--- src/rtl/core/ictf_pkg.sv ---
// ----------------------------------------------------------------------------
// ictf_pkg
// Types and constants shared by the tilt filter modules.
// ----------------------------------------------------------------------------
package ictf_pkg;

	localparam int TabLen   = 24;
	localparam int TabFrac  = 24;
	localparam int GuardBits = 8;
	localparam int HalfTurn = 180;
	localparam int Prescale = 14;
	// CORDIC datapath width: 16-bit operand, prescale, growth and sign.
	localparam int CordW    = 34;
	localparam int AngW     = 36;

	localparam logic [1:0] REG_BLEND = 2'd0;
	localparam logic [1:0] REG_GAIN  = 2'd1;
	localparam logic [1:0] REG_BIAS  = 2'd2;

	localparam logic [15:0] BLEND_RST = 16'd1311;
	localparam logic [23:0] GAIN_RST  = 24'd1309440;

	typedef struct packed {
		logic signed [CordW-1:0] x;
		logic signed [CordW-1:0] y;
		logic signed [AngW-1:0]  ang;
	} cord_vec_t;

	function automatic logic signed [AngW-1:0] atan_tab(input logic [4:0] i);
		logic signed [AngW-1:0] v;
		case (i)
			5'd0: v = 36'sd754974720;
			5'd1: v = 36'sd445687602;
			5'd2: v = 36'sd235489088;
			5'd3: v = 36'sd119537938;
			5'd4: v = 36'sd60000934;
			5'd5: v = 36'sd30029717;
			5'd6: v = 36'sd15018523;
			5'd7: v = 36'sd7509720;
			5'd8: v = 36'sd3754917;
			5'd9: v = 36'sd1877466;
			5'd10: v = 36'sd938734;
			5'd11: v = 36'sd469367;
			5'd12: v = 36'sd234684;
			5'd13: v = 36'sd117342;
			5'd14: v = 36'sd58671;
			5'd15: v = 36'sd29335;
			5'd16: v = 36'sd14668;
			5'd17: v = 36'sd7334;
			5'd18: v = 36'sd3667;
			5'd19: v = 36'sd1833;
			5'd20: v = 36'sd917;
			5'd21: v = 36'sd458;
			5'd22: v = 36'sd229;
			5'd23: v = 36'sd115;
			default: v = '0;
		endcase
		return v;
	endfunction

endpackage

--- src/rtl/core/ictf_cordic_cell.sv ---
// ----------------------------------------------------------------------------
// ictf_cordic_cell
// One CORDIC vectoring rotation with a fixed shift, registered on its output.
// ----------------------------------------------------------------------------
module ictf_cordic_cell #(
	parameter int STEP = 0
) (
	input  logic               clk,
	input  ictf_pkg::cord_vec_t vin,
	output ictf_pkg::cord_vec_t vout_q
);
	import ictf_pkg::*;

	logic signed [CordW-1:0] dx;
	logic signed [CordW-1:0] dy;
	logic signed [AngW-1:0]  da;

	assign dx = vin.y >>> STEP;
	assign dy = vin.x >>> STEP;
	assign da = atan_tab(5'(STEP));

	always_ff @(posedge clk) begin
		if (!vin.y[CordW-1]) begin
			vout_q.x   <= vin.x + dx;
			vout_q.y   <= vin.y - dy;
			vout_q.ang <= vin.ang + da;
		end else begin
			vout_q.x   <= vin.x - dx;
			vout_q.y   <= vin.y + dy;
			vout_q.ang <= vin.ang - da;
		end
	end

endmodule

--- src/rtl/core/ictf_cordic_chain.sv ---
// ----------------------------------------------------------------------------
// ictf_cordic_chain
// atan2(num, den) as a row of CORDIC cells, result in degrees * 2^24.
// ----------------------------------------------------------------------------
module ictf_cordic_chain #(
	parameter int STEPS = 16
) (
	input  logic                           clk,
	input  logic signed [15:0]             num,
	input  logic signed [15:0]             den,
	output logic signed [ictf_pkg::AngW-1:0] ang
);
	import ictf_pkg::*;

	localparam int N = (STEPS < TabLen) ? STEPS : TabLen;

	cord_vec_t v [0:N];
	cord_vec_t v0;
	logic signed [CordW-1:0] xs;
	logic signed [CordW-1:0] ys;
	logic zero_q [0:N];

	assign xs = CordW'(den) <<< Prescale;
	assign ys = CordW'(num) <<< Prescale;

	// Pre-rotation by half a turn when the vector points into the left half plane.
	always_comb begin
		v0.x = xs;
		v0.y = ys;
		v0.ang = '0;
		if (den[15]) begin
			v0.x = -xs;
			v0.y = -ys;
			v0.ang = num[15] ? -(AngW'(HalfTurn) <<< TabFrac) : (AngW'(HalfTurn) <<< TabFrac);
		end
	end

	assign v[0] = v0;
	always_comb zero_q[0] = (num == '0) && (den == '0);

	for (genvar i = 0; i < N; i++) begin : g_cell
		ictf_cordic_cell #(.STEP(i)) u_cell (.clk(clk), .vin(v[i]), .vout_q(v[i+1]));
		always_ff @(posedge clk) zero_q[i+1] <= zero_q[i];
	end

	assign ang = zero_q[N] ? '0 : v[N].ang;

endmodule

--- config.mk ---
export PLATFORM = sky130hd
export DESIGN_NAME = ictf_cordic_chain
export DESIGN_NICKNAME = d
export VERILOG_FILES = /design/src/rtl/core/ictf_pkg.sv /design/src/rtl/core/ictf_cordic_cell.sv /design/src/rtl/core/ictf_cordic_chain.sv
export SDC_FILE = /design/constraint.sdc
export NUM_CORES = 2
export LEC_CHECK = 0
export BUFFER_PORTS_ARGS = -buffer_cell sky130_fd_sc_hd__buf_2
export CAP_MARGIN = 0
export CORE_MARGIN = 4
export CORE_UTILIZATION = 50
export CTS_BUF_LIST = sky130_fd_sc_hd__clkbuf_2
export DETAILED_ROUTE_END_ITERATION = 12
export PLACE_DENSITY = 0.65
export SYNTH_ARGS = -nofsm -noshare
export SYNTH_HDL_FRONTEND = slang
export SYNTH_SLANG_ARGS = --single-unit
--- constraint.sdc ---
create_clock -name clk -period 5.3 [get_ports clk]
set_input_delay 0.795 -clock clk [delete_from_list [all_inputs] [get_ports clk]]
set_output_delay 0.795 -clock clk [all_outputs]
set_load 0.005 [all_outputs]
==> metrics <==
CP startpoint kind primary input; Clock Skews 0.1480 ns; setup TNS 0 ns; top post-synthesis cells by area dfxtp_1, ha_1, xnor2_1; DR iter-0 viols 6486; Main synth FF type dfxtp_1; H-Tree Depth 5; Post-DP Area 106800 sq um; hold path endpoint g_cell[7].u_cell.vout_q[1]; clock root buffer clkbuf_2; R2R cell count 20; Crit Path Class in2reg; Fmax achieved 195.1 MHz; Routed Wire Length 291800 um; CP cell instances dlygate4sd3_1 > buf_2 > or4_1 > or3_1 > o31ai_1 > xnor2_1 > dlygate4sd3_1 > inv_1 > ha_1 > dlygate4sd3_1 > a21oi_1 > dlygate4sd3_1 > o31ai_1 > dlygate4sd3_1 > nor3_1 > dlygate4sd3_1 > a21oi_1 > xnor2_1; synthesis-stage register bit count 1354; FFs w/ async S/R, synth 0%; GP Congestion 0.9603; Post-synth EDFFs 0; Slew headroom 19.29%; hold path cells 0; Synth Area per Inst 8.363 sq um; CP max stage cell dlygate4sd3_1; CP arrival 6.83 ns; Site Rows 166; Final Cycle Share 96.73%; Cells after Synth 12320; clk sink count 1354; Critical Path Max Stage Delay 0.60 ns; CTS tree built; Clock Latency Late Sink 1.82 ns; endpoint kind of the worst setup timing path flop; vias per cell 5.793; # port buffers 67; largest fanout on the critical path 3; first-pass GRT wire length 464600 um; clk buf depth 4; count leader, synth dfxtp_1; Final nets 14180; Die W 461.9 um; core area 204800 sq um; status finished clean; HPWL Detailed 232300 um; maximum number of pins on one net before global-route repair 82; Ports 69; via count of the first global-routing pass 88010; RSZ-0062 raised after global routing false; postcts setup bufs 0; post-layout min period 5.127 ns; Avg WL per Cell 18.56 um; Commonest cells post-synth dfxtp_1, ha_1, a21oi_1; Die Span Y 461.9 um; # DRC 0; Worst-Margin Slew 1.211 ns; r2r endpoint g_cell[9].u_cell.vout_q[103]; WHS 0.3249 ns; final antenna-violating net count 0; share of the synthesized area in the top cell type 26.31%; Final Hold Fails 0; Syn. warnings 0; flop2flop setup slack 0.35 ns; max-cap viol count 0; initial antenna violation count 6; Initial Util 50.30%; most used cell, CP dlygate4sd3_1; Hold Crit Start g_cell[6].u_cell.vout_q[1]; Syn Std Cell Area 103000 sq um; Final setup viols 0; Hold Path Class reg2reg; clk slew on worst S/H paths 0.10 ns; GRT overflow 0; Vias 91080; worst path required time 7.00 ns; filler instances 19260; area leader, netlist dfxtp_1; die area 213300 sq um; gr usage total 26.55%; Cell variety after synth 98; Layout area overhead 7.968%; Finished Cell Area 111200 sq um; sequential area share after synthesis 26.31%; R2R Path Start g_cell[8].u_cell.vout_q[45]; layout cells sized above 1 6.396%; Initial DRT Pass Iterations 6; Slew Limit Fails 0; CTS Buf Count 376
[how the worst max path moves through the flow]
stage                            startpoint                            end  slack, ns  cells past startpoint
2_1_floorplan   g_cell[4].u_cell.vout_q[69]    g_cell[5].u_cell.vout_q[66]       0.73                     17
3_3_place_gp   g_cell[11].u_cell.vout_q[52]  g_cell[12].u_cell.vout_q[103]       0.58                     16
4_1_cts                              num[0]    g_cell[0].u_cell.vout_q[66]       0.25                     23
6_report                             num[7]    g_cell[0].u_cell.vout_q[97]       0.17                     18
3_5_place_dp    g_cell[8].u_cell.vout_q[45]   g_cell[9].u_cell.vout_q[103]       0.45                     20
5_1_grt         g_cell[8].u_cell.vout_q[45]   g_cell[9].u_cell.vout_q[103]       0.02                     20
[critical path: cells and delay by family]
family	cells	cell delay, ns
buf+inv	8	3.63
fa+ha+maj	1	0.19
simple gates	3	1.17
compound gates	4	0.60
xor+xnor	2	0.45
[through the flow]
step	cells	setup slack, ns	utilization, %
floorplan	12330	0.7308	-
global placement	14970	0.5822	52.13
detailed placement	14970	0.4457	52.13
CTS	15710	0.2542	54.29
global route	15720	0.02200	54.31
finish	15720	0.1733	54.31
[per-layer routing]
layer | vias to the layer above | global-route usage, % | wire length, um
met3 | 573 | 3.994 | 16370
met5 | - | 0 | 0
met1 | 42600 | 35.37 | 133500
met4 | 0 | 10.34 | 11080
met2 | 2551 | 43.21 | 130800
li1 | 45350 | - | -
[area by class of cell]
cell class	count	area, sq um	share of cell area [%]
inverter	515	1933	1.738
antenna	10	25.02	0.02250
clock inverter	152	953.4	0.8572
tap	2688	3363	3.024
timing repair buffer	277	2185	1.964
sequential	1354	27120	24.39
multi-input combinational	10240	73230	65.84
clock buffer	482	2412	2.169
[registers in the layout, indices dropped and copies added, names as in the netlist]
name                  flops
g_cell.u_cell.vout_q   1338
zero_q                   16
[placed cells by master, fill, tap and decap left out, drive strengths merged, types with 199 or more instances in the layout]
master,n
nor2b,240
nand3,212
clkbuf,482
a21oi,1310
nand2,603
inv,516
dfxtp,1354
o21a,199
ha,1345
o21ai,565
xnor2,1125
o21bai,200
a21o,604
nor3,348
xor2,616
nor2,1154
[cells by family (layout without fill, tap and decap cells)]
family	count (synthesis)	in the layout	share of synthesized area, %
DFF	1354	1354	26.31
other	2	20	0.007290
xor gates and xnor gates	1741	1741	14.80
and+or+nand+nor	3395	3395	16.00
adders and majority gates	1380	1380	17.02
AOI/OAI and AO/OA	3665	3665	22.65
muxes	53	53	0.5551
buffers and inverters	727	1426	2.658
[what timing repair did]
action / in CTS / in global routing
hold buffers: 105 / 0
resized for setup: 0 / 4
endpoints found under the hold margin: 47 / 0
setup endpoints to repair: 0 / 4
Power is not shown: default switching activity piles up to over one toggle a cycle in this logic, so the estimate is an artifact.
